$ cat config.mk
export PLATFORM = sky130hd
export DESIGN_NAME = dad_corner
export DESIGN_NICKNAME = d
export VERILOG_FILES = /design/src/dad_pkg.sv /design/src/dad_corner.sv
export SDC_FILE = /design/constraint.sdc
export NUM_CORES = 1
export LEC_CHECK = 0
export ABC_AREA = 1
export BUFFER_PORTS_ARGS = -buffer_cell sky130_fd_sc_hd__buf_2
export CORE_UTILIZATION = 66
export CTS_BUF_LIST = sky130_fd_sc_hd__clkbuf_4 sky130_fd_sc_hd__clkbuf_8
export CTS_CLUSTER_SIZE = 40
export DETAILED_ROUTE_END_ITERATION = 10
export PLACE_DENSITY = 0.85
export SYNTH_ARGS = -nofsm -noshare
export SYNTH_HDL_FRONTEND = slang
export SYNTH_SLANG_ARGS = --single-unit
export TNS_END_PERCENT = 50
$ cat constraint.sdc
create_clock -name clk -period 10 [get_ports clk]
set_input_delay 1 -clock clk [delete_from_list [all_inputs] [get_ports clk]]
set_output_delay 1 -clock clk [all_outputs]
set_load 0.02 [all_outputs]
$ cat src/dad_pkg.sv
// Shared widths, register indexes, reset values and stage types for the anchor decoder.
package dad_pkg;

  localparam int CLASS_COUNT     = 80;
  localparam int COORD_FRAC_BITS = 4;
  localparam int MAX_FRAME_DIM   = 4096;

  localparam int COORD_W = 16;
  localparam int SCORE_W = 16;
  localparam int CLASS_W = 7;
  localparam int PIX_W   = 12;
  localparam int MASK_W  = 64;
  localparam int MASK_IDX_W = $clog2(MASK_W);
  localparam int SCALE_W = 24;
  localparam int CFG_IDX_W  = 3;
  localparam int CFG_DATA_W = 64;

  // Doubled corner minus shifted pad, and its product with the inverse scale.
  localparam int PAD_SH_W = PIX_W + COORD_FRAC_BITS + 1;
  localparam int D_W = ((COORD_W + 2 > PAD_SH_W) ? COORD_W + 2 : PAD_SH_W) + 2;
  localparam int P_W = D_W + SCALE_W + 1;
  localparam int PROD_SHIFT = COORD_FRAC_BITS + 17;
  localparam int V_W = P_W - PROD_SHIFT;

  localparam logic [PIX_W-1:0] CAP_MAX = PIX_W'(MAX_FRAME_DIM - 1);

  localparam logic [CFG_IDX_W-1:0] REG_CONF_THRESHOLD = 3'd0;
  localparam logic [CFG_IDX_W-1:0] REG_CLASS_MASK     = 3'd1;
  localparam logic [CFG_IDX_W-1:0] REG_PAD_X          = 3'd2;
  localparam logic [CFG_IDX_W-1:0] REG_PAD_Y          = 3'd3;
  localparam logic [CFG_IDX_W-1:0] REG_INVERSE_SCALE  = 3'd4;
  localparam logic [CFG_IDX_W-1:0] REG_FRAME_MAX_X    = 3'd5;
  localparam logic [CFG_IDX_W-1:0] REG_FRAME_MAX_Y    = 3'd6;

  localparam logic [SCORE_W-1:0] RST_CONF_THRESHOLD = 16'd26214;
  localparam logic [MASK_W-1:0]  RST_CLASS_MASK     = 64'd175;
  localparam logic [PIX_W-1:0]   RST_PAD            = 12'd0;
  localparam logic [SCALE_W-1:0] RST_INVERSE_SCALE  = 24'd65536;
  localparam logic [PIX_W-1:0]   RST_FRAME_MAX      = 12'd639;

  typedef struct packed {
    logic [SCORE_W-1:0] conf_threshold;
    logic [MASK_W-1:0]  class_mask;
    logic [PIX_W-1:0]   pad_x;
    logic [PIX_W-1:0]   pad_y;
    logic [SCALE_W-1:0] inverse_scale;
    logic [PIX_W-1:0]   frame_max_x;
    logic [PIX_W-1:0]   frame_max_y;
  } cfg_t;

  typedef struct packed {
    logic signed [COORD_W-1:0] center_x;
    logic signed [COORD_W-1:0] center_y;
    logic signed [COORD_W-1:0] box_width;
    logic signed [COORD_W-1:0] box_height;
    logic [SCORE_W-1:0]        score;
    logic [CLASS_W-1:0]        win_class;
  } det_t;

endpackage

$ cat src/dad_corner.sv
// One box corner: letterbox unpad, inverse-scale multiply, then truncate and clamp.
module dad_corner (
  input  logic                               clk,
  input  logic                               en_mul,
  input  logic                               en_out,
  input  logic                               add_size,
  input  logic signed [dad_pkg::COORD_W-1:0] center,
  input  logic signed [dad_pkg::COORD_W-1:0] size,
  input  logic [dad_pkg::PIX_W-1:0]          pad,
  input  logic [dad_pkg::SCALE_W-1:0]        inv_scale,
  input  logic [dad_pkg::PIX_W-1:0]          lim,
  output logic [dad_pkg::PIX_W-1:0]          corner
);

  localparam int D_W = dad_pkg::D_W;
  localparam int P_W = dad_pkg::P_W;
  localparam int V_W = dad_pkg::V_W;

  logic signed [D_W-1:0] c2;
  logic signed [D_W-1:0] sz;
  logic signed [D_W-1:0] pd;
  logic signed [D_W-1:0] d;
  logic signed [P_W-1:0] prod_next;
  logic signed [P_W-1:0] prod;
  logic [V_W-1:0]                 v;
  logic [dad_pkg::PIX_W-1:0]      cap;
  logic [dad_pkg::PIX_W-1:0]      corner_next;

  always_comb begin
    // Corner at doubled scale keeps the half-size exact.
    c2 = D_W'(center) <<< 1;
    sz = D_W'(size);
    pd = D_W'(signed'({1'b0, pad})) <<< (dad_pkg::COORD_FRAC_BITS + 1);
    d  = (add_size ? (c2 + sz) : (c2 - sz)) - pd;
    prod_next = P_W'(d) * P_W'(signed'({1'b0, inv_scale}));
  end

  always_ff @(posedge clk) begin
    if (en_mul) begin
      prod <= prod_next;
    end
  end

  always_comb begin
    v   = prod[P_W-1:dad_pkg::PROD_SHIFT];
    cap = (lim > dad_pkg::CAP_MAX) ? dad_pkg::CAP_MAX : lim;
    if (prod[P_W-1]) begin
      corner_next = '0;
    end else if (v > V_W'(cap)) begin
      corner_next = cap;
    end else begin
      corner_next = v[dad_pkg::PIX_W-1:0];
    end
  end

  always_ff @(posedge clk) begin
    if (en_out) begin
      corner <= corner_next;
    end
  end

endmodule

======== Word-level counts from Yosys, hierarchy flattened ========
Index checks and enable logic that the tools add are counted.
W data, S select, Z words.
storage, ports and cells
  logic and storage cells ................. 11
  flip-flop bits (word level) ............. 57
cells by class
  magnitude comparators ................... 2
  $add $sub $neg .......................... 3
  muxes and demuxes ....................... 3
  multipliers ............................. 1
operator list
  cell                    count
  $mul A20 B25 Y45        1
  $gt A24 B12 Y1          1
  $mux W12                2
  $mux W20                1
  $sub A20 B18 Y20        1
  $add A17 B16 Y18        1
  $sub A17 B16 Y18        1
  $gt A12 B12 Y1 const B  1

======== Depth between registers and ports, before layout ========
  depth after elaboration ................. 4
  mapped depth ............................ 50
  gate-level depth less buffers ........... 49

======== Worst setup path after synthesis ========
OpenSTA, ideal clock, no wires.
  path kind ............................... input to register
  start ................................... input size[4] in the netlist's numbering
  end ..................................... register prod[35], data pin
  arrival ................................. 8.564 ns
  slack ................................... 1.183 ns
  stages .................................. 40
  setup time .............................. 0.252 ns
  cell sequence ........................... inv_1 ha_1 nand2_1 inv_1 nand2_1 nand2_1 a21oi_1 inv_1 o21ai_0 xor2_1 ha_1 fa_1 o31ai_1 or2_2 nand2_1 inv_1 clkbuf_1 nand2_1 [... 4 more ...] fa_1 inv_1 fa_1 fa_1 fa_1 inv_1 fa_1 inv_1 ha_1 nand2_1 nor2_1 inv_1 nor4_1 nand2_1 nand2_1 nand2_1 nand3_1 nand2_1
between the ends
  longest elaborated chain between the ends .. 4
ends and longest elaborated chain
  item                                                         line              RTL
  start, declared                                              dad_corner.sv:8   input logic signed [dad_pkg::COORD_W-1:0] size,
  $sub A17 B16 Y18 / $add A17 B16 Y18 (equally long branches)  dad_corner.sv:34  d = (add_size ? (c2 + sz) : (c2 - sz)) - pd;
  $mux W20 (*)                                                 dad_corner.sv:34
  $sub A20 B18 Y20 (*)                                         dad_corner.sv:34
  $mul A20 B25 Y45 (*)                                         dad_corner.sv:35  prod_next = P_W'(d) * P_W'(signed'({1'b0, inv_scale}));
  via prod_next[35]                                            dad_corner.sv:23  logic signed [P_W-1:0] prod_next;
  end signal, assigned                                         dad_corner.sv:40  prod <= prod_next;
  end, declared                                                dad_corner.sv:24  logic signed [P_W-1:0] prod;
The timed path passes the listed nets; every way through them passes the cells marked *.
A chain may end at the register's enable or synchronous reset.

======== Worst setup path in the final report ========
  start ................................... input size[8] in the netlist's numbering
  end ..................................... register prod[43], data pin
Same word-level chain as after synthesis.

==> impl_metrics.yaml <==
timing:
  hold_violations: 0
  fin_tns_setup_ps: 0
  fin_crit_sh_pct: 96.47
  relSlewSlack_pct: 30.68
  worst_pin_slew_ps: 1037
  setup_viol: 0
  max_freq_mhz: 103.7
  slew_viol_final: 0
  skew_ps: 11.17
  finalCriticalPeriod_ps: 9647
clock_network:
  cts-buffers-inserted: 5
  cts_sinks: 36
  cts_tree: "done"
  clockBufferDepth: 2
  cts_root_buf: "clkbuf_8"
  htree_levels: 2
  insertion_delay_ps: 290
  path_clk_slew_ps: 80
  cts-hold-fix-buffers: 0
synth:
  ys.flop_type: "edfxtp_1"
  ys_warn_count: 0
  synth_area_leaders: "fa_1 (39%), ha_1 (14%), inv_1 (12%), nand2_1 (11%), edfxtp_1 (5.3%)"
  mappedNetlistArea_sq_um: 20500
  avgSynthCellArea_sq_um: 7.539
  synth_enable_flop_cells: 36
  ys_ff_latch: 36
  synth_cells: 2719
  synth_common_cells: "inv_1 (672), nand2_1 (613), fa_1 (395), nor2_1 (253), ha_1 (234)"
  synthMostInstantiatedCell: "inv_1"
  yosys.area.top_type: "fa_1"
  synthArstFlopShare_pct: 0
  synth_cell_type_count: 39
  syn_nets: 3432
  synth-seq-area-share_pct: 5.274
  synth_top_area_share_pct: 38.58
drt:
  wl_met3_um: 6633
  drc: 0
  drt-met1-wl_um: 22050
  routedWlPerCell_um: 19.20
  wirelength_um: 61620
  drt_pass1_iterations: 6
  detail-route-antenna-nets: 0
  top_layer: "met4"
  drtIter0Drc: 1613
  wl_met2_um: 29640
  via_per_inst: 5.715
  via_count: 18350
die:
  row_count: 64
  num_io_pins: 96
  start_util_pct: 67.01
  die_width_um: 178.2
  die-area_sq_um: 31770
  die_height_um: 178.2
  coreArea_sq_um: 30590
cells_and_area:
  syn_to_final_growth_pct: 7.270
  finalNonFillerCells: 3210
  drive_gt1_share_pct: 8.813
  nets: 3526
  diodes: 0
critical_path:
  required_ps: 10060
  crit_path_frequent_cell: "inv_1"
  worst_setup_path_startpoint: "size[8]"
  arrival_ps: 9710
  start_kind: "primary input"
  crit_fanout: 11
  worst-setup-path-type: "in -> reg"
  slowest_stage: "fa_1"
  r2r_cells: 4
  cp_slowest_stage_delay_ps: 550
  end_kind: "flop"
  r2r-end: "corner[1]"
  rr_startpoint: "prod[44]"
  endpoint: "prod[43]"
  r2r_slack_ps: 7420
global_route:
  grt_pass1_vias: 18930
  grt_max_degree: 27
  grt_pass1_wl_um: 96340
  grt_antenna_before_repair: 0
  grt_usage_pct: 39.90
  overflow: 0
min_path:
  hp-start: "prod[25]"
  hold_path_class: "reg -> reg"
placed_design:
  placed_cells: 3189
  gp_congestion: 1.045
  place_hpwl_um: 52600
  port_buffers: 95
run:
  maxCapViolations: 0
status:
  status: "finished, final reports clean"
routing by layer:
layer | GRT usage [%] | up-vias
li1 | - | 8255
met1 | 49.26 | 8824
met2 | 68.39 | 1030
met3 | 7.332 | 237
met4 | 17.20 | 0
met5 | 0 | -
placed cells by master, fill, tap and decap left out, types with 8 or more instances in the layout:
cell and instances:
nand2_1 608, buf_2 95, nor2_2 15, or2_2 9, inv_1 669, a21o_1 9
a21oi_1 105, fa_1 393, nand3_1 106, nor2_1 249, o21ai_0 49, nor3_1 15
xor2_1 25, inv_2 8, buf_4 77, nand4_1 14, edfxtp_1 36, ha_1 234
o21bai_1 12
registers in the layout (all words and copies together) (netlist names):
signal  cells
prod       24
corner     12
worst max-delay path, delay by kind of cell:
| family | cells | cell delay [ps] |
|---|---|---|
| adders and majority gates | 10 | 4510 |
| AOI/OAI and AO/OA | 9 | 2000 |
| buffers and inverters | 12 | 950 |
| xor gates and xnor gates | 1 | 280 |
| and+or+nand+nor | 9 | 920 |
what timing repair did:
item                                    CTS  global route
setup buffers                             0            10
resized for setup                         0            38
endpoints found under the setup margin    0            24
stage by stage:
stage	util [%]	area, sq um	worst slack (ps)	hold slack (ps)
finish	71.88	21990	352.9	595.3
global route	71.88	21990	-3.653	641.6
CTS	71.15	21760	151.5	588.8
detailed placement	70.77	21650	-127.5	578.7
global placement	70.77	21650	-49.07	570.4
floorplan	-	20500	1183	554.3
kinds of logic after synthesis:
group,after synthesis,synth area share (%)
AO/OA/AOI/OAI,212,5.768
XOR/XNOR,31,1.325
adder cells (fa/ha/maj),629,52.86
buffers and inverters,775,14.44
flip-flops,36,5.274
AND/OR/NAND/NOR,1036,20.34
layout make-up:
class | count | area [sq um]
timing repair buffer | 177 | 1136
timing repair inverter | 3 | 22.52
multi-input combinational | 1908 | 16570
tap | 396 | 495.5
clock inverter | 3 | 46.29
sequential | 36 | 1081
fill | 2444 | 8601
inverter | 682 | 2571
clock buffer | 5 | 68.82
how the worst min path moves through the flow:
stage	slack, ps	end	cells after the start
finish	600	corner[4]	2
global route	640	corner[5]	2
global placement	570	corner[1]	2
floorplan	550	corner[10]	2
CTS	590	corner[5]	2
detailed placement	580	corner[9]	2
Power is not shown: default switching activity piles up to over one toggle a cycle in this logic, so the estimate is an artifact.
