`src/dad_pkg.sv`:
```
// Shared widths, register indexes, reset values and stage types for the anchor decoder.
package dad_pkg;

  localparam int CLASS_COUNT     = 80;
  localparam int COORD_FRAC_BITS = 4;
  localparam int MAX_FRAME_DIM   = 4096;

  localparam int COORD_W = 16;
  localparam int SCORE_W = 16;
  localparam int CLASS_W = 7;
  localparam int PIX_W   = 12;
  localparam int MASK_W  = 64;
  localparam int MASK_IDX_W = $clog2(MASK_W);
  localparam int SCALE_W = 24;
  localparam int CFG_IDX_W  = 3;
  localparam int CFG_DATA_W = 64;

  // Doubled corner minus shifted pad, and its product with the inverse scale.
  localparam int PAD_SH_W = PIX_W + COORD_FRAC_BITS + 1;
  localparam int D_W = ((COORD_W + 2 > PAD_SH_W) ? COORD_W + 2 : PAD_SH_W) + 2;
  localparam int P_W = D_W + SCALE_W + 1;
  localparam int PROD_SHIFT = COORD_FRAC_BITS + 17;
  localparam int V_W = P_W - PROD_SHIFT;

  localparam logic [PIX_W-1:0] CAP_MAX = PIX_W'(MAX_FRAME_DIM - 1);

  localparam logic [CFG_IDX_W-1:0] REG_CONF_THRESHOLD = 3'd0;
  localparam logic [CFG_IDX_W-1:0] REG_CLASS_MASK     = 3'd1;
  localparam logic [CFG_IDX_W-1:0] REG_PAD_X          = 3'd2;
  localparam logic [CFG_IDX_W-1:0] REG_PAD_Y          = 3'd3;
  localparam logic [CFG_IDX_W-1:0] REG_INVERSE_SCALE  = 3'd4;
  localparam logic [CFG_IDX_W-1:0] REG_FRAME_MAX_X    = 3'd5;
  localparam logic [CFG_IDX_W-1:0] REG_FRAME_MAX_Y    = 3'd6;

  localparam logic [SCORE_W-1:0] RST_CONF_THRESHOLD = 16'd26214;
  localparam logic [MASK_W-1:0]  RST_CLASS_MASK     = 64'd175;
  localparam logic [PIX_W-1:0]   RST_PAD            = 12'd0;
  localparam logic [SCALE_W-1:0] RST_INVERSE_SCALE  = 24'd65536;
  localparam logic [PIX_W-1:0]   RST_FRAME_MAX      = 12'd639;

  typedef struct packed {
    logic [SCORE_W-1:0] conf_threshold;
    logic [MASK_W-1:0]  class_mask;
    logic [PIX_W-1:0]   pad_x;
    logic [PIX_W-1:0]   pad_y;
    logic [SCALE_W-1:0] inverse_scale;
    logic [PIX_W-1:0]   frame_max_x;
    logic [PIX_W-1:0]   frame_max_y;
  } cfg_t;

  typedef struct packed {
    logic signed [COORD_W-1:0] center_x;
    logic signed [COORD_W-1:0] center_y;
    logic signed [COORD_W-1:0] box_width;
    logic signed [COORD_W-1:0] box_height;
    logic [SCORE_W-1:0]        score;
    logic [CLASS_W-1:0]        win_class;
  } det_t;

endpackage

```
`src/dad_cfg.sv`:
```
// Configuration register file written through the index/data channel.
module dad_cfg (
  input  logic                           clk,
  input  logic                           rst,
  input  logic                           cfg_valid,
  output logic                           cfg_ready,
  input  logic [dad_pkg::CFG_IDX_W-1:0]  cfg_index,
  input  logic [dad_pkg::CFG_DATA_W-1:0] cfg_data,
  output dad_pkg::cfg_t                  cfg
);

  assign cfg_ready = 1'b1;

  always_ff @(posedge clk) begin
    if (rst) begin
      cfg.conf_threshold <= dad_pkg::RST_CONF_THRESHOLD;
      cfg.class_mask     <= dad_pkg::RST_CLASS_MASK;
      cfg.pad_x          <= dad_pkg::RST_PAD;
      cfg.pad_y          <= dad_pkg::RST_PAD;
      cfg.inverse_scale  <= dad_pkg::RST_INVERSE_SCALE;
      cfg.frame_max_x    <= dad_pkg::RST_FRAME_MAX;
      cfg.frame_max_y    <= dad_pkg::RST_FRAME_MAX;
    end else if (cfg_valid) begin
      case (cfg_index)
        dad_pkg::REG_CONF_THRESHOLD: cfg.conf_threshold <= cfg_data[dad_pkg::SCORE_W-1:0];
        dad_pkg::REG_CLASS_MASK:     cfg.class_mask     <= cfg_data[dad_pkg::MASK_W-1:0];
        dad_pkg::REG_PAD_X:          cfg.pad_x          <= cfg_data[dad_pkg::PIX_W-1:0];
        dad_pkg::REG_PAD_Y:          cfg.pad_y          <= cfg_data[dad_pkg::PIX_W-1:0];
        dad_pkg::REG_INVERSE_SCALE:  cfg.inverse_scale  <= cfg_data[dad_pkg::SCALE_W-1:0];
        dad_pkg::REG_FRAME_MAX_X:    cfg.frame_max_x    <= cfg_data[dad_pkg::PIX_W-1:0];
        dad_pkg::REG_FRAME_MAX_Y:    cfg.frame_max_y    <= cfg_data[dad_pkg::PIX_W-1:0];
        default: ;
      endcase
    end
  end

endmodule

```
`config.mk`:
```
export PLATFORM = sky130hd
export DESIGN_NAME = dad_cfg
export DESIGN_NICKNAME = d
export VERILOG_FILES = /design/src/dad_pkg.sv /design/src/dad_cfg.sv
export SDC_FILE = /design/constraint.sdc
export NUM_CORES = 1
export LEC_CHECK = 0
export BUFFER_PORTS_ARGS = -buffer_cell sky130_fd_sc_hd__buf_4
export CAP_MARGIN = 15
export CORE_AREA = 10 10 123 125
export DETAILED_ROUTE_END_ITERATION = 12
export DIE_AREA = 0 0 133 135
export PLACE_DENSITY = 0.79
export SLEW_MARGIN = 40
export SYNTH_ARGS = -nofsm -noshare
export SYNTH_HDL_FRONTEND = slang
export SYNTH_SLANG_ARGS = --single-unit
```
`constraint.sdc`:
```
create_clock -name clk -period 1.6 [get_ports clk]
set_input_delay 0.08 -clock clk [delete_from_list [all_inputs] [get_ports clk]]
set_output_delay 0.08 -clock clk [all_outputs]
set_load 0.01 [all_outputs]
```
Word-level counts from Yosys, hierarchy flattened. Cells that the tools add are included.

Register bits after elaboration: 152. Input bits: 70. Logic and storage cells: 21.

Equality and inequality tests: 6. Reduce and logical (&&, ||, !) cells: 8.

Operators by type and width (count): $reduce_and 2->1 (7); $eq 3x3->1 const B (3); $eq 3x2->1 const B (2); $eq 3x1->1 const B (1); $logic_not 3->1 (1).

Depth between registers and ports, before layout.
Depth after elaboration: 2. Mapped depth: 5. Mapped depth without buffers: 2.

Worst setup path after synthesis. Ideal clock, no wire load.

Path kind: input to register. Start point: input port cfg_index[1] (netlist bit). End point: register cfg[141] (netlist bit). Data arrival time: 1.104 ns. Data required time: 1.474 ns. Setup slack: 0.370 ns. Stages on the path: 5. Path buffers: 3. Path through: clkbuf_2 or4b_4 buf_6 buf_12 mux2i_1.

Word-level cells in the longest chain between the ends: 2.

Ends and longest elaborated chain: from (decl) (line dad_cfg.sv:7) `input logic [dad_pkg::CFG_IDX_W-1:0] cfg_index,`; $logic_not 3->1 (line dad_cfg.sv:24) `case (cfg_index)`; $reduce_and 2->1 (no source line); to (decl) (line dad_cfg.sv:9) `output dad_pkg::cfg_t cfg`.

No other way between the ends. A chain may end at the register's enable or synchronous reset.

Worst setup path after layout.
Start point: register cfg[61] (netlist bit). End point: output port cfg[61] (netlist bit).

No word-level cell between the ends.

==> results <==
- The flow ran to the end, and the final reports show no timing, DRC or antenna violations.
- The area of the core region is 0.0126 mm^2.
- The clock reaches the later pin of the worst-skew pair after 410 ps.
- cfg holds more flip-flops than any other register.
- Measured along the x axis, the die boundary spans 133 um.
- The via count of the first global-routing pass is 5448.
- The largest net degree at the start of global routing is 56.
- The final hold violation count came to 0.
- Based on the critical path, the design can be clocked at up to 0.969 GHz.
- The site row count is 41.
- The number of instances in the placed design is 953.
- Global routing consumed, over all layers together, 20.5% of the routing resources.
- Counting the fill cells in the layout gives 875.
- The number of detailed-routing iterations run before antenna repair is 4.
- For met1 alone, demand over resource in global routing was 20.9%.
- Setup repair after global routing left no endpoint under its margin.
- The setup-violating endpoint count in the final report is 0.
- The clock net in this run drives a total of 152 sinks.
- The critical path in this run is classified as flip-flop to output port.
- The final max-slew violation count is 0.
- Max-cap violations in this run came to 0.
- The kind of end point of the critical path is an output port.
- The clock transition at the registers of the reported paths is 60 ps.
- The number of hold buffers added after CTS was 59.
- The areal power density over the cells is 949 mW/mm^2.
- The share of synthesized area occupied by flip-flops and latches is 48.8%.
- In this run, synthesis produced a sequential element count of 152.
- The arrival time reported for the critical path endpoint is 950 ps.
- The die footprint is 0.0180 mm^2.
- The CTS tree is built.
- The mean area per synthesized cell is 10.6 um^2.
- Walking the worst path, the cells encountered are buf_4.
- Buffers placed on the I/O ports in this run total 221.
- The largest registers in the layout are cfg: 152 flops.
- When the netlist entered floorplanning its net count stood at 659.
- The cell leakage power is 4.31 nW.
- Headroom to the max-slew limit came out at 66.0%.
- For met3 alone, demand over resource in global routing was 7.94%.
- Detailed placement ended at an HPWL of 13100 um.
- The routed layout has 5028 vias.
- The H-tree was split into 4 levels.
- The total CTS buffers is 17.
- The combined buffer and inverter count along the critical path is 1.
- The wire length of the first global-routing pass is 29500 um.
- In this run the count of I/O pins placed on the die edge is 223.
- The number of nets in the final layout is 929.
- The kind of cell with the highest combined delay along the critical path is flip-flops.
- The longest clock path from root to sink contains 2 buffers.
- Wires add up to 18800 um.
- Clock skew on the completed layout was measured at 0 ps.
- The detail route stage leaves a number of antenna-violating nets equal to 0.
- The initial core utilization is 49.6%.
- The final setup TNS is 0 ps.
- The overall power consumption is 8.81 mW.
- The cell count after synthesis is 589.
- The class of the most critical hold timing path is input pin to flip-flop.
- Global routing used 36.1% of the available met2 tracks.
- The placer's final routability congestion estimate is 0.801.
- After clock tree synthesis, the setup repair step added 0 buffers.
- The die extent in y is 135 um.
- The number of resized instances in the post-cts repair step is 0.
- Timing analysis after detailed placement gives a worst setup slack of 366 ps.
- The worst setup margin is 568 ps.
- The count of antenna diodes in the layout is 0.
- On the worst path, the slowest cell contributes a delay of 390 ps.
- The clock period could shrink to 1030 ps.
- The number of antenna violations at the first check in global routing is 0.
- After detailed routing, the number of vias per cell comes to 4.82.
- STA classifies the critical path startpoint as a flip-flop.
- Summing every instance area after synthesis gives 0.00623 mm^2.
- The actual transition at the worst max-transition pin is 503 ps.
- Along the worst path, the maximum fanout reaches 2.
- The critical path data required time is 1520 ps.
- The relative area change from synthesis to final layout is 48.9%.
- The worst-case vdd ir drop is 0.549 mV.
- The number of distinct library cells after synthesis is 17.
- The number of flip-flops in the largest register is 152.
- The overall overflow remaining after global route is 0.
- In the final layout, the share of cells above drive strength 1 is 31.2%.
- Among all stages on the critical path, the largest delay is contributed by sky130_fd_sc_hd__dfxtp_1.
- The total of warnings raised by yosys is 0.
- The number of non-filler instances in the completed layout is 1043.
- Dividing the detail-routed wire length by the instance count gives 18.0 um.
- The share of the cycle needed by the critical path after routing is 64.5%.
- The final routed DRC violation total is 0.
- The layer carrying the most global-route usage is met2.
- The first routing iteration left 211 violations.
- CTS placed an instance of sky130_fd_sc_hd__clkbuf_16 at the clock tree root.
[per-stage QoR]
step / util [%] / instance area (um^2) / hold WS, ps
6_report: 73.8 / 9280 / 7.07
5_1_grt: 73.8 / 9280 / 3.55
4_1_cts: 73.8 / 9280 / 12.6
3_5_place_dp: 64.4 / 8090 / 351
3_3_place_gp: 64.4 / 8090 / 341
2_1_floorplan: - / 6230 / 235
[cells in the mapped netlist]
cell	instances	area, um^2
sky130_fd_sc_hd__buf_4	7	52.6
sky130_fd_sc_hd__nor2_1	44	165
sky130_fd_sc_hd__buf_6	2	22.5
sky130_fd_sc_hd__buf_2	10	50.1
sky130_fd_sc_hd__buf_12	1	20.0
sky130_fd_sc_hd__or4b_4	1	13.8
sky130_fd_sc_hd__clkbuf_2	1	5.00
sky130_fd_sc_hd__clkbuf_1	25	93.8
sky130_fd_sc_hd__nand2b_1	185	1160
sky130_fd_sc_hd__dfxtp_1	152	3040
sky130_fd_sc_hd__nand4bb_1	2	22.5
sky130_fd_sc_hd__mux2i_1	152	1520
sky130_fd_sc_hd__and4bb_2	1	12.5
sky130_fd_sc_hd__nor4bb_1	1	10.0
sky130_fd_sc_hd__nand4b_1	3	26.3
sky130_fd_sc_hd__conb_1	1	3.75
sky130_fd_sc_hd__nor4b_2	1	15.0
[worst reg2reg max path, stage by stage (launching register included)]
cell and delay [ps]:
sky130_fd_sc_hd__dfxtp_1 390, sky130_fd_sc_hd__nand2b_1 80, sky130_fd_sc_hd__mux2i_1 220
[where the power goes]
group	internal (mW)	leakage, nW	switching (mW)
combinational	0.508	2.79	0.375
clock	2.53	0.294	1.48
sequential	3.87	1.23	0.0519
[logic make-up (layout without fill, tap and decap cells)]
logic type	count (synthesis)	count (layout)	share of synthesized area [%]
AND/OR/NAND/NOR	238	238	22.8
buffers and inverters	46	328	3.91
multiplexers	152	152	24.4
flip-flops	152	152	48.8
other	1	1	0.0601
[area by class of cell]
class                      count  area (um^2)  area share [%]
clock buffer                  24          512            5.51
timing repair buffer         297         2460            26.6
tap                          172          215            2.32
clock inverter                 7         90.1           0.971
sequential                   152         3040            32.8
multi-input combinational    391         2960            31.9
[routing by layer]
layer,vias to the layer above,wire (um)
met5,-,0
met4,0,573
met3,35,1480
met2,179,9580
met1,2356,7180
li1,2458,-
[final timing paths]
check | startpoint | endpoint | slack, ps | cells after the start
min reg2reg | cfg[111] | cfg[111] | 470 | 2
max reg2reg | cfg[61] | cfg[61] | 810 | 2
max | cfg[61] | cfg[61] | 570 | 1
min | cfg_data[1] | cfg[137] | 7 | 3
[placed cells by master, fill, tap and decap left out, types with 2 or more instances in the layout]
cell	n
sky130_fd_sc_hd__mux2i_1	152
sky130_fd_sc_hd__bufinv_16	2
sky130_fd_sc_hd__nand4b_1	3
sky130_fd_sc_hd__dlygate4sd3_1	59
sky130_fd_sc_hd__clkbuf_16	17
sky130_fd_sc_hd__buf_4	231
sky130_fd_sc_hd__buf_12	7
sky130_fd_sc_hd__clkbuf_8	6
sky130_fd_sc_hd__nor2_1	44
sky130_fd_sc_hd__clkinv_2	3
sky130_fd_sc_hd__nand2b_1	185
sky130_fd_sc_hd__clkinvlp_4	2
sky130_fd_sc_hd__dfxtp_1	152
Power figures use the tool's default switching activity.
