`src/dad_pkg.sv`:
```
// Shared widths, register indexes, reset values and stage types for the anchor decoder.
package dad_pkg;

  localparam int CLASS_COUNT     = 80;
  localparam int COORD_FRAC_BITS = 4;
  localparam int MAX_FRAME_DIM   = 4096;

  localparam int COORD_W = 16;
  localparam int SCORE_W = 16;
  localparam int CLASS_W = 7;
  localparam int PIX_W   = 12;
  localparam int MASK_W  = 64;
  localparam int MASK_IDX_W = $clog2(MASK_W);
  localparam int SCALE_W = 24;
  localparam int CFG_IDX_W  = 3;
  localparam int CFG_DATA_W = 64;

  // Doubled corner minus shifted pad, and its product with the inverse scale.
  localparam int PAD_SH_W = PIX_W + COORD_FRAC_BITS + 1;
  localparam int D_W = ((COORD_W + 2 > PAD_SH_W) ? COORD_W + 2 : PAD_SH_W) + 2;
  localparam int P_W = D_W + SCALE_W + 1;
  localparam int PROD_SHIFT = COORD_FRAC_BITS + 17;
  localparam int V_W = P_W - PROD_SHIFT;

  localparam logic [PIX_W-1:0] CAP_MAX = PIX_W'(MAX_FRAME_DIM - 1);

  localparam logic [CFG_IDX_W-1:0] REG_CONF_THRESHOLD = 3'd0;
  localparam logic [CFG_IDX_W-1:0] REG_CLASS_MASK     = 3'd1;
  localparam logic [CFG_IDX_W-1:0] REG_PAD_X          = 3'd2;
  localparam logic [CFG_IDX_W-1:0] REG_PAD_Y          = 3'd3;
  localparam logic [CFG_IDX_W-1:0] REG_INVERSE_SCALE  = 3'd4;
  localparam logic [CFG_IDX_W-1:0] REG_FRAME_MAX_X    = 3'd5;
  localparam logic [CFG_IDX_W-1:0] REG_FRAME_MAX_Y    = 3'd6;

  localparam logic [SCORE_W-1:0] RST_CONF_THRESHOLD = 16'd26214;
  localparam logic [MASK_W-1:0]  RST_CLASS_MASK     = 64'd175;
  localparam logic [PIX_W-1:0]   RST_PAD            = 12'd0;
  localparam logic [SCALE_W-1:0] RST_INVERSE_SCALE  = 24'd65536;
  localparam logic [PIX_W-1:0]   RST_FRAME_MAX      = 12'd639;

  typedef struct packed {
    logic [SCORE_W-1:0] conf_threshold;
    logic [MASK_W-1:0]  class_mask;
    logic [PIX_W-1:0]   pad_x;
    logic [PIX_W-1:0]   pad_y;
    logic [SCALE_W-1:0] inverse_scale;
    logic [PIX_W-1:0]   frame_max_x;
    logic [PIX_W-1:0]   frame_max_y;
  } cfg_t;

  typedef struct packed {
    logic signed [COORD_W-1:0] center_x;
    logic signed [COORD_W-1:0] center_y;
    logic signed [COORD_W-1:0] box_width;
    logic signed [COORD_W-1:0] box_height;
    logic [SCORE_W-1:0]        score;
    logic [CLASS_W-1:0]        win_class;
  } det_t;

endpackage

```
`src/dad_winner.sv`:
```
// Running best-class tracker and the register that holds a finished anchor's detection.
module dad_winner (
  input  logic                               clk,
  input  logic                               rst,
  input  logic                               fire,
  input  logic                               advance,
  input  logic signed [dad_pkg::COORD_W-1:0] center_x,
  input  logic signed [dad_pkg::COORD_W-1:0] center_y,
  input  logic signed [dad_pkg::COORD_W-1:0] box_width,
  input  logic signed [dad_pkg::COORD_W-1:0] box_height,
  input  logic [dad_pkg::SCORE_W-1:0]        class_score,
  input  logic [dad_pkg::CLASS_W-1:0]        class_index,
  input  logic                               last_class,
  input  dad_pkg::cfg_t                      cfg,
  output logic                               det_valid,
  output dad_pkg::det_t                      det
);

  logic [dad_pkg::SCORE_W-1:0] lead_score;
  logic [dad_pkg::CLASS_W-1:0] lead_class;
  logic                        lead_found;

  logic                        enabled;
  logic                        win;
  logic [dad_pkg::SCORE_W-1:0] lead_score_next;
  logic [dad_pkg::CLASS_W-1:0] lead_class_next;
  logic                        lead_found_next;
  logic                        emit;

  always_comb begin
    enabled = (int'(class_index) < dad_pkg::MASK_W) &&
              (int'(class_index) < dad_pkg::CLASS_COUNT) &&
              cfg.class_mask[class_index[dad_pkg::MASK_IDX_W-1:0]];
    // Strict compare: a zero score never wins and ties keep the earlier class.
    win             = enabled && (class_score > lead_score);
    lead_score_next = win ? class_score : lead_score;
    lead_class_next = win ? class_index : lead_class;
    lead_found_next = lead_found | win;
    emit            = lead_found_next && (lead_score_next >= cfg.conf_threshold);
  end

  always_ff @(posedge clk) begin
    if (rst) begin
      lead_score <= '0;
      lead_class <= '0;
      lead_found <= 1'b0;
    end else if (fire) begin
      if (last_class) begin
        lead_score <= '0;
        lead_class <= '0;
        lead_found <= 1'b0;
      end else begin
        lead_score <= lead_score_next;
        lead_class <= lead_class_next;
        lead_found <= lead_found_next;
      end
    end
  end

  always_ff @(posedge clk) begin
    if (rst) begin
      det_valid <= 1'b0;
    end else if (fire && last_class) begin
      det_valid <= emit;
    end else if (advance) begin
      det_valid <= 1'b0;
    end
  end

  always_ff @(posedge clk) begin
    if (fire && last_class) begin
      det.center_x   <= center_x;
      det.center_y   <= center_y;
      det.box_width  <= box_width;
      det.box_height <= box_height;
      det.score      <= lead_score_next;
      det.win_class  <= lead_class_next;
    end
  end

endmodule

```
`config.mk`:
```
export PLATFORM = sky130hd
export DESIGN_NAME = dad_winner
export DESIGN_NICKNAME = d
export VERILOG_FILES = /design/src/dad_pkg.sv /design/src/dad_winner.sv
export SDC_FILE = /design/constraint.sdc
export NUM_CORES = 1
export LEC_CHECK = 0
export ABC_AREA = 1
export BUFFER_PORTS_ARGS = -buffer_cell sky130_fd_sc_hd__buf_4
export CAP_MARGIN = 20
export CELL_PAD_IN_SITES_DETAIL_PLACEMENT = 2
export CELL_PAD_IN_SITES_GLOBAL_PLACEMENT = 2
export CORE_UTILIZATION = 26
export CTS_BUF_LIST = sky130_fd_sc_hd__clkbuf_8
export DETAILED_ROUTE_END_ITERATION = 6
export MAX_ROUTING_LAYER = met4
export PLACE_DENSITY_LB_ADDON = 0.05
export SYNTH_ARGS = -nofsm -noshare
export SYNTH_HDL_FRONTEND = slang
export SYNTH_SLANG_ARGS = --single-unit
```
`constraint.sdc`:
```
create_clock -name clk -period 5.1 [get_ports clk]
set_clock_uncertainty 0.1 [all_clocks]
set_input_delay 1.02 -clock clk [delete_from_list [all_inputs] [get_ports clk]]
set_output_delay 1.02 -clock clk [all_outputs]
set_load 0.1 [all_outputs]
```
======== After elaboration in Yosys (flattened, before gate mapping) ========
Cells that the tools add are included.
word-level totals
  output and inout port bits .............. 88
  register bits ........................... 112
  memories ................................ 0
  input bits .............................. 244
  bits in latches ......................... 0
  ROM bits ................................ 0
  memory bits (writable) .................. 0
  word-level logic and storage cells ...... 31
operators by class
  reduce and logical (&&, ||, !) cells .... 6
  add/sub/neg operators ................... 0
  multipliers ............................. 0
  bitwise operators ....................... 1
  divide/modulo/power cells ............... 0
  shift operators ......................... 0
  equality and inequality tests ........... 0
  muxes and demuxes ....................... 9
  magnitude comparators ................... 5
operators with widths
  cell                  count
  $mux W16              2
  $ge A16 B16 Y1        1
  $gt A16 B16 Y1        1
  $lt A7 B7 Y1 const B  2
  $mux W7               2
  $lt A6 B7 Y1 const B  1
  $bmux W1 S6           1
  $logic_and A1 B1 Y1   5
  $mux W1               4
  $reduce_bool A2 Y1    1
  $or A1 B1 Y1          1

======== Logic depth before layout (Yosys ltp) ========
Gate-level depths: netlist of the first run.
  word-level depth ........................ 8
  depth in mapped cells ................... 24
  depth with buffers taken out ............ 22

======== Least setup slack after synthesis of the first run ========
OpenSTA, ideal clock, no wires.
  kind .................................... input-to-reg
  start point ............................. input port class_score[15] in the netlist's numbering
  end point ............................... register det_valid
  setup slack ............................. 1.388 ns
  data arrival time ....................... 3.541 ns
  cell stages on the path ................. 19
  data required time ...................... 4.929 ns
  path buffers ............................ 1
  cell sequence ........................... ha_1 > nand2_1 > inv_1 > nand3_1 > nor3_1 > nand2_1 > a21oi_2 > clkbuf_1 > nand3_1 > and2_1 > ha_1 > nand2_1 > inv_1 > nand3_1 > nor3_1 > nand3_1 > nand3_1 > nand3_1 > a21oi_1
on the way
  cells in the longest elaborated chain, start to end .. 6
  elaborated cells between the ends (all ways) .. 7
  classes of those cells .................. 2 x order compare; 2 x mux; 1 x bitwise; 2 x reduce/logical
RTL lines
  what                          RTL line          text
  start, declared               dad_winner.sv:11  input logic [dad_pkg::SCORE_W-1:0] class_score,
  $gt A16 B16 Y1                dad_winner.sv:35  win = enabled && (class_score > lead_score);
  $logic_and A1 B1 Y1           dad_winner.sv:35
  $mux W16                      dad_winner.sv:36  lead_score_next = win ? class_score : lead_score;
  net lead_score_next, one bit  dad_winner.sv:25  logic [dad_pkg::SCORE_W-1:0] lead_score_next;
  $ge A16 B16 Y1                dad_winner.sv:39  emit = lead_found_next && (lead_score_next >= cfg.conf_threshold);
  $logic_and A1 B1 Y1           dad_winner.sv:39
  $mux W1                       dad_winner.sv:63  end else if (fire && last_class) begin
  end signal, assigned          dad_winner.sv:64  det_valid <= emit;
  end, declared                 dad_winner.sv:15  output logic det_valid,
The timed path passes the listed nets, and every way through them passes these cells.
A chain may end at the register's enable or synchronous reset.

======== Final worst setup path of the first run ========
  start point ............................. input port class_index[0] in the netlist's numbering
  end point ............................... register det_valid
on the way
  cells in the longest elaborated chain, start to end .. 8
  elaborated cells between the ends (all ways) .. 12
  classes of those cells .................. 3 x order compare; 4 x mux; 1 x bitwise; 4 x reduce/logical
RTL lines
  what                                                                  RTL line                            text
  start, declared                                                       dad_winner.sv:12                    input logic [dad_pkg::CLASS_W-1:0] class_index,
  $bmux W1 S6 (tied with other cells)                                   dad_winner.sv:33                    cfg.class_mask[class_index[dad_pkg::MASK_IDX_W-1:0]];
  $mux W1 (not written as such) or $logic_and A1 B1 Y1 (tied branches)  dad_winner.sv:33, dad_winner.sv:31
  $logic_and A1 B1 Y1 (*)                                               dad_winner.sv:32                    (int'(class_index) < dad_pkg::CLASS_COUNT) &&
  $logic_and A1 B1 Y1 (*)                                               dad_winner.sv:35
  $mux W16 (*)                                                          dad_winner.sv:36
  net lead_score_next, one bit                                          dad_winner.sv:25
  $ge A16 B16 Y1 (*)                                                    dad_winner.sv:39
  $logic_and A1 B1 Y1 (*)                                               dad_winner.sv:39
  $mux W1 (*)                                                           dad_winner.sv:63
Mark *: on every way through the listed nets, which the timed path passes. The rest lies on a longest branch. The select of a mux whose other input is x is not followed.

==> results of run 1 <==
logic make-up (layout without fill, tap and decap cells):
group,Yosys count,count (layout),synth area share
AO/OA/AOI/OAI,50,50,0.04680
adder cells (fa/ha/maj),32,32,0.07199
buffers and inverters,97,354,0.08032
flip-flops,112,112,0.5597
AND/OR/NAND/NOR,290,290,0.2412
cell type report:
class | count | area [um^2]
clock buffer | 9 | 123.9
clock inverter | 7 | 75.07
fill | 2372 | 13100
inverter | 74 | 286.5
multi-input combinational | 372 | 2002
sequential | 112 | 3113
tap | 275 | 344.1
timing repair buffer | 264 | 1982
registers in the layout, indices dropped and copies added (netlist names):
signal      count
lead_found      1
lead_class      7
lead_score     16
det_valid       1
det            87
cell usage after synthesis:
cell	instances
a31o_2	1
buf_2	6
inv_6	1
clkinv_1	1
buf_6	7
edfxtp_1	87
buf_4	4
a21oi_1	41
o211ai_1	1
o21ai_0	6
nand2_2	20
inv_4	1
nand3b_1	1
clkbuf_1	6
nand3_1	104
nand2_1	131
nand4_1	2
nor3_1	3
nand2_4	1
dfxtp_1	25
inv_1	71
a21oi_2	1
ha_1	32
and2_1	21
nor2_1	7
cells in the final DEF (no fill, tap or decap), drive strengths merged, types with 2 or more instances in the layout:
cell type	n
ha	32
edfxtp	87
nor2	7
o21ai	6
inv	75
dfxtp	25
nand2	152
nand3	104
clkinv	6
a21oi	42
buf	264
and2	21
nand4	2
clkbuf	9
nor3	3
worst min-delay path by stage:
stage	end	slack, ns	depth (start not counted)
floorplan	lead_found$_SDFFE_PP0P_	0.33	2
global placement	lead_class[6]$_SDFFE_PP0P_	0.34	2
detailed placement	lead_class[0]$_SDFFE_PP0P_	0.36	2
CTS	lead_score[6]$_SDFFE_PP0P_	0.38	2
global route	lead_class[5]$_SDFFE_PP0P_	0.40	2
finish	lead_class[0]$_SDFFE_PP0P_	0.37	2
power breakdown:
group / switching (mW) / internal (mW)
registers: 0.0162 / 1.04
logic: 0.523 / 0.210
clock network: 0.350 / 0.194
critical path, delay by kind of cell:
| kind | cells | cell delay, ns |
|---|---|---|
| and+or+nand+nor | 16 | 1.88 |
| adders and majority gates | 1 | 0.30 |
| AOI/OAI and AO/OA | 3 | 0.58 |
| buffers and inverters | 2 | 0.50 |
per-stage QoR:
step                      area (um^2)  worst slack [ns]
final                            7926             1.056
after global routing             7926            0.6179
after CTS                        7926            0.8943
after detailed placement         7727            0.4745
after global placement           7727            0.5721
after floorplan                  5562             1.388
metal layers:
layer / share of wire / routed length (um) / up-vias / GRT usage
met2: 0.50 / 9332 / 159 / 0.3068
met3: 0.055 / 1028 / 15 / 0.03098
met4: 0.013 / 246 / 0 / 0.04948
met1: 0.43 / 7983 / 2419 / 0.2077
li1: - / - / 2450 / -
met5: 0 / 0 / - / -
==> metrics.md, run 1 <==
| Metric | Value |
|---|---|
| Slew margin rel. | `0.3897` |
| Crit-path max FO | `33` |
| Post-CTS Resized | `0` |
| # clock sinks | `112` |
| Post-CTS Setup Inserts | `0` |
| First-pass GRT wire length | `28,970 um` |
| Final setup fails | `0` |
| GRT overflow | `0` |
| Drt pass-1 iters | `4` |
| Clock Pin Slew Worst Setup and Hold Paths | `0.12 ns` |
| Syn Area/Cell | `9.572 um^2` |
| GRT Overall Usage | `0.1762` |
| Worst-Margin Slew | `0.9144 ns` |
| Setup crit end | `det_valid$_SDFFE_PP0P_` |
| Core Util, Final | `0.3771` |
| Post-Syn Area | `5562 um^2` |
| Slowest CP cell | `nand2_4` |
| Worst Min Path Start | `lead_class[0]$_SDFFE_PP0P_` |
| Ant. Diodes | `0` |
| Vias in the first global route | `5,446` |
| Antenna violations before repair | `0` |
| Worst skew pair latency | `0.40 ns` |
| RSZ-0062 raised after global routing | `no` |
| Setup TNS | `0 ns` |
| Largest net degree at the start of global routing | `66` |
| Final Slew Violations | `0` |
| Routed Antenna Nets | `0` |
| Crit share post-route | `0.7930` |
| RR Endpoint | `det_valid$_SDFFE_PP0P_` |
| Post-Syn Nets | `857` |
| Post-synthesis sequential area ratio | `0.5597` |
| Synth top area share | `0.4697` |
| Area grow syn2layout | `42.52%` |
| Crit path time final | `4.044 ns` |
| Max cap viols | `0` |
| R2R depth | `22` |
| Max Fclk | `247.3 MHz` |
| Dpl cells | `1,097` |
| Leak pwr | `3.627 nW` |
| Critical-path cell list | `buf_4 > inv_6 > nand2_1 > nand3_1 > nand3_1 > nand2_1 > nand2_1 > nand3_1 > nand3_1 > nand2_2 > nand2_4 > nand2_2 > and2_1 > ha_1 > nand2_1 > o21ai_0 > nand2_1 > o211ai_1 > nand2_1 > nand3_1 > nand3_1 > a21oi_1` |
| Worst Hold Margin | `0.3713 ns` |
| I/O Buffers | `259` |
| Synthesized instance count | `581` |
| Via count | `5,043` |
| DR vias/cell | `4.531` |
| Path type of the worst setup path | `in -> reg` |
| Peak VDD IR | `0.09583 mV` |
| # rows | `53` |
| R2R setup slack | `1.48 ns` |
| Placed wire-length estimate | `14,730 um` |
| 1st-iter DRT viols | `129` |
| Synth area leader | `edfxtp_1` |
| Yosys Warn Count | `0` |
| Cts bufs inserted | `9` |
| Initial Utilization | `0.2646` |
| Kind of end point of the critical path | `flop` |
| Status | `finished clean` |
| Fin. Hold Viols | `0` |
| Critical path launch point type | `primary input` |
| Critical path data arrival time | `4.28 ns` |
| Worst R2R Start | `lead_score[3]$_SDFFE_PP0P_` |
| Slowest cell delay on critical path | `0.41 ns` |
| Number of hold-repair buffers added at the cts stage | `0` |
| Routed WL | `18,590 um` |
| Synthesis-stage register bit count | `112` |
| Min-Delay Path Class | `reg -> reg` |
| Synth cell types | `25` |
| Clk root buf | `clkbuf_8` |
| Area contributors post-synth | `edfxtp_1 47%, nand3_1 9.4%, dfxtp_1 9.0%, nand2_1 8.8%, ha_1 7.2%` |
| Die width | `148.3 um` |
| CTS tree | `yes` |
| Power Density | `294.5 nW/um^2` |
| Num ports | `332` |
| Final Net Count | `1,109` |
| WL/cell | `16.70 um` |
| Core area | `21,020 um^2` |
| Worst EP required | `5.33 ns` |
| CTS Buffer Depth | `2` |
| CTS H-tree lvls | `3` |
| Die area | `21,980 um^2` |
| RePlAce Congestion | `0.7867` |
| DRC Markers | `0` |
| Power Total | `2.334 mW` |
| Crit path from | `class_index[0]` |
| Die height | `148.3 um` |
| Final cell count without fillers | `1,113` |
| Share of layout cells above drive strength 1 | `0.3652` |
Power figures use the tool's default switching activity.
==> run 2, diff against run 1 <==
Settings changed: ABC_AREA 1 to 0.
Clock period 5.1 ns to 4 ns, I/O delays scaled along.
==> metrics.md, run 2 <==
| Metric | Value |
|---|---|
| Min-Delay Path Class | `reg -> reg (unchanged)` |
| Antenna violations before repair | `0 (unchanged)` |
| Initial Utilization | `0.2688 (was 0.2646)` |
| GRT Overall Usage | `0.1740 (was 0.1762)` |
| Slew margin rel. | `0.2990 (was 0.3897)` |
| Final cell count without fillers | `947 (was 1,113)` |
| Most flop-heavy register | `det (unchanged)` |
| Die height | `142.0 um (was 148.3 um)` |
| Crit share post-route | `0.9906` |
| # clock sinks | `112 (unchanged)` |
| CTS H-tree lvls | `3 (unchanged)` |
| Filler instances | `1,959 (was 2,372)` |
| I/O Buffers | `259 (unchanged)` |
| EDFF count, synth | `87 (unchanged)` |
| Number of hold-repair buffers added at the cts stage | `0 (unchanged)` |
| Max Fclk | `252.4 MHz` |
| 1st-iter DRT viols | `123 (was 129)` |
| Synth cell types | `46 (was 25)` |
| Status | `finished clean (unchanged)` |
| Share of layout cells above drive strength 1 | `0.5924 (was 0.3652)` |
| Power Density | `366.8 nW/um^2 (was 294.5 nW/um^2)` |
| Most common cell after layout, fill and taps aside | `buf_4 (unchanged)` |
| Routed WL | `17,270 um (was 18,590 um)` |
| GRT overflow | `0 (unchanged)` |
| Yosys Warn Count | `0 (unchanged)` |
| Leak pwr | `3.592 nW (was 3.627 nW)` |
| Placed wire-length estimate | `13,450 um (was 14,730 um)` |
| Fin. Hold Viols | `0 (unchanged)` |
| Dpl ws | `-0.7424 ns (was 0.4745 ns)` |
| RSZ-0062 raised after global routing | `yes (was no)` |
| DR vias/cell | `4.505 (was 4.531)` |
| Die area | `20,160 um^2 (was 21,980 um^2)` |
| Most frequent cells in the layout | `313 x buf_4, 87 x edfxtp_1, 37 x inv_1, 25 x dfxtp_1, 22 x ha_1 (was 264 x buf_4, 131 x nand2_1, 104 x nand3_1, 87 x edfxtp_1, 70 x inv_1)` |
| Fin worst setup slack | `0.03746 ns (was 1.056 ns)` |
| Most common cell in the netlist | `edfxtp_1 (was nand2_1)` |
| Worst Hold Margin | `0.3630 ns (was 0.3713 ns)` |
| Power Total | `3.055 mW (was 2.334 mW)` |
| Synth area leader | `edfxtp_1 (unchanged)` |
| R2R setup slack | `0.09 ns (was 1.48 ns)` |
| Drt pass-1 iters | `4 (unchanged)` |
| Num ports | `332 (unchanged)` |
| Final Net Count | `958 (was 1,109)` |
| Worst EP required | `4.18 ns (was 5.33 ns)` |
| Setup TNS | `0 ns (unchanged)` |
| Largest register FFs | `87 (unchanged)` |
| Routed Antenna Nets | `0 (unchanged)` |
| Post-synthesis simple-gate area fraction | `0.05845 (was 0.2412)` |
| Multi-input combinational cell area | `2079 um^2 (was 2002 um^2)` |
| Critical path launch point type | `primary input (unchanged)` |
| Synth Area in Adders | `0.07859 (was 0.07199)` |
| Path type of the worst setup path | `in -> reg (unchanged)` |
| CTS Buffer Depth | `2 (unchanged)` |
| Mux share of post-synthesis cell area | `0.08718 (was 0)` |
| Synth Area in Compound Gates | `0.1179 (was 0.04679)` |
| Post-synth top cells | `87 x edfxtp_1, 37 x inv_1, 32 x ha_1 (was 131 x nand2_1, 104 x nand3_1, 87 x edfxtp_1)` |
| WL/cell | `18.24 um (was 16.70 um)` |
| Vias in the first global route | `4,713 (was 5,446)` |
| Clock Pin Slew Worst Setup and Hold Paths | `0.11 ns (was 0.12 ns)` |
| Final setup fails | `0 (unchanged)` |
| Synth top area share | `0.5128 (was 0.4697)` |
| Area grow syn2layout | `63.46% (was 42.52%)` |
| Peak VDD IR | `0.1712 mV (was 0.09583 mV)` |
| Max cap viols | `0 (unchanged)` |
| Final Slew Violations | `0 (unchanged)` |
| Post-Syn Nets | `641 (was 857)` |
| Ant. Diodes | `0 (unchanged)` |
| Post-synthesis sequential area ratio | `0.6110 (was 0.5597)` |
| Largest net degree at the start of global routing | `80 (was 66)` |
| DRC Markers | `0 (unchanged)` |
| Synth Flop Type | `edfxtp_1 (unchanged)` |
| First-pass GRT wire length | `25,590 um (was 28,970 um)` |
| Critical path data arrival time | `4.14 ns (was 4.28 ns)` |
| Post-Syn Area | `5095 um^2 (was 5562 um^2)` |
| Cts bufs inserted | `9 (unchanged)` |
| Synthesized instance count | `365 (was 581)` |
| Asr flop ratio synth | `0 (unchanged)` |
| Via count | `4,266 (was 5,043)` |
| Area contributors post-synth | `edfxtp_1 51%, dfxtp_1 9.8%, ha_1 7.9%, mux4_2 4.9%, a22o_1 3.6% (was edfxtp_1 47%, nand3_1 9.4%, dfxtp_1 9.0%, nand2_1 8.8%, ha_1 7.2%)` |
| Synthesis-stage register bit count | `112 (unchanged)` |
| Syn Area/Cell | `13.96 um^2 (was 9.572 um^2)` |
| Area share of xor/xnor cells in the synthesized design | `0 (unchanged)` |
| Die width | `142.0 um (was 148.3 um)` |
| Crit path time final | `3.963 ns` |
| Dpl cells | `921 (was 1,097)` |
| Top flop regs | `det (87), lead_score (16), lead_class (7) (unchanged)` |
| Worst-Margin Slew | `1.052 ns (was 0.9144 ns)` |
| Clk root buf | `clkbuf_8 (unchanged)` |
| Main combinational cell family by area after synthesis | `compound AO/OA/AOI/OAI gates (was simple AND/OR/NAND/NOR gates)` |
| Reg area | `3113 um^2 (unchanged)` |
| CTS tree | `yes (unchanged)` |
| RePlAce Congestion | `0.7356 (was 0.7867)` |
| Crit-path max FO | `6 (was 33)` |
| Core area | `18,960 um^2 (was 21,020 um^2)` |
| Worst skew pair latency | `0.40 ns (about the same)` |
| Kind of end point of the critical path | `flop (unchanged)` |
| # rows | `50 (was 53)` |
## run 2: cell count changes after synthesis, sizes merged, moves of 11 or more
cell,delta
and2,-20
o21ai,+13
nand2,-129
mux4,+11
a22o,+21
inv,-36
a21oi,-31
mux2,+13
nand3,-104
## run 2: stage by stage
stage | utilization | cell area [um^2]
floorplan | - | 5145
global placement | 0.4055 | 7686
detailed placement | 0.4055 | 7686
CTS | 0.4269 | 8092
global route | 0.4393 | 8328
finish | 0.4393 | 8328
## run 2: logic make-up (layout without fill, tap and decap cells)
group	after synthesis	in the layout
simple gates	58	58
buf+inv	52	374
mux	29	29
fa+ha+maj	32	32
compound gates	82	82
flops	112	112
## run 2: cell type report
cell class | count | area share
Clock buffer | 9 | 0.01487
Clock inverter | 7 | 0.01142
Inverter | 37 | 0.01668
Multi-Input combinational cell | 201 | 0.2497
Sequential cell | 112 | 0.3738
Tap cell | 260 | 0.03906
Timing Repair Buffer | 321 | 0.2945
## run 2: per-layer routing
layer  up-vias  wire length (um)  track usage
li1       2025                 -            -
met1      2065              6809       0.1879
met2       164              9085       0.3140
met3        12              1204      0.04677
met4         0               172      0.04414
met5         -                 0            -
## run 2: power by group
group	total (mW)	leakage (nW)	switching (mW)	internal (mW)
registers	1.34	1.03	0.0198	1.32
logic	0.949	2.46	0.617	0.332
clock network	0.764	0.111	0.454	0.310
## run 2: worst max-delay path: stages
cell	delay, ns
buf_4	0.12
ha_4	0.26
nand4_1	0.15
nor4_4	0.34
a21boi_4	0.25
o31ai_4	0.09
a211oi_4	0.28
buf_6	0.20
nand2_2	0.07
o21ai_2	0.07
ha_1	0.27
a21o_1	0.16
a21o_1	0.17
a21o_1	0.22
nor4_2	0.30
o21ai_2	0.11
a31oi_4	0.21
nor3_2	0.06
## run 2: path summary, 6_finish.rpt
| path | start | to | cells after the start |
|---|---|---|---|
| min reg2reg | lead_class[6]$_SDFFE_PP0P_ | lead_class[6]$_SDFFE_PP0P_ | 2 |
| max reg2reg | lead_score[4]$_SDFFE_PP0P_ | det_valid$_SDFFE_PP0P_ | 18 |
| max | class_score[7] | det_valid$_SDFFE_PP0P_ | 18 |
| min | lead_class[6]$_SDFFE_PP0P_ | lead_class[6]$_SDFFE_PP0P_ | 2 |
## run 2: what timing repair did
| action | in CTS | in global routing |
|---|---|---|
| pin swaps | 14 | 19 |
| gates cloned | 1 | 0 |
| buffers inserted | 4 | 4 |
| resized for setup | 26 | 36 |
| setup endpoints to repair | 1 | 1 |
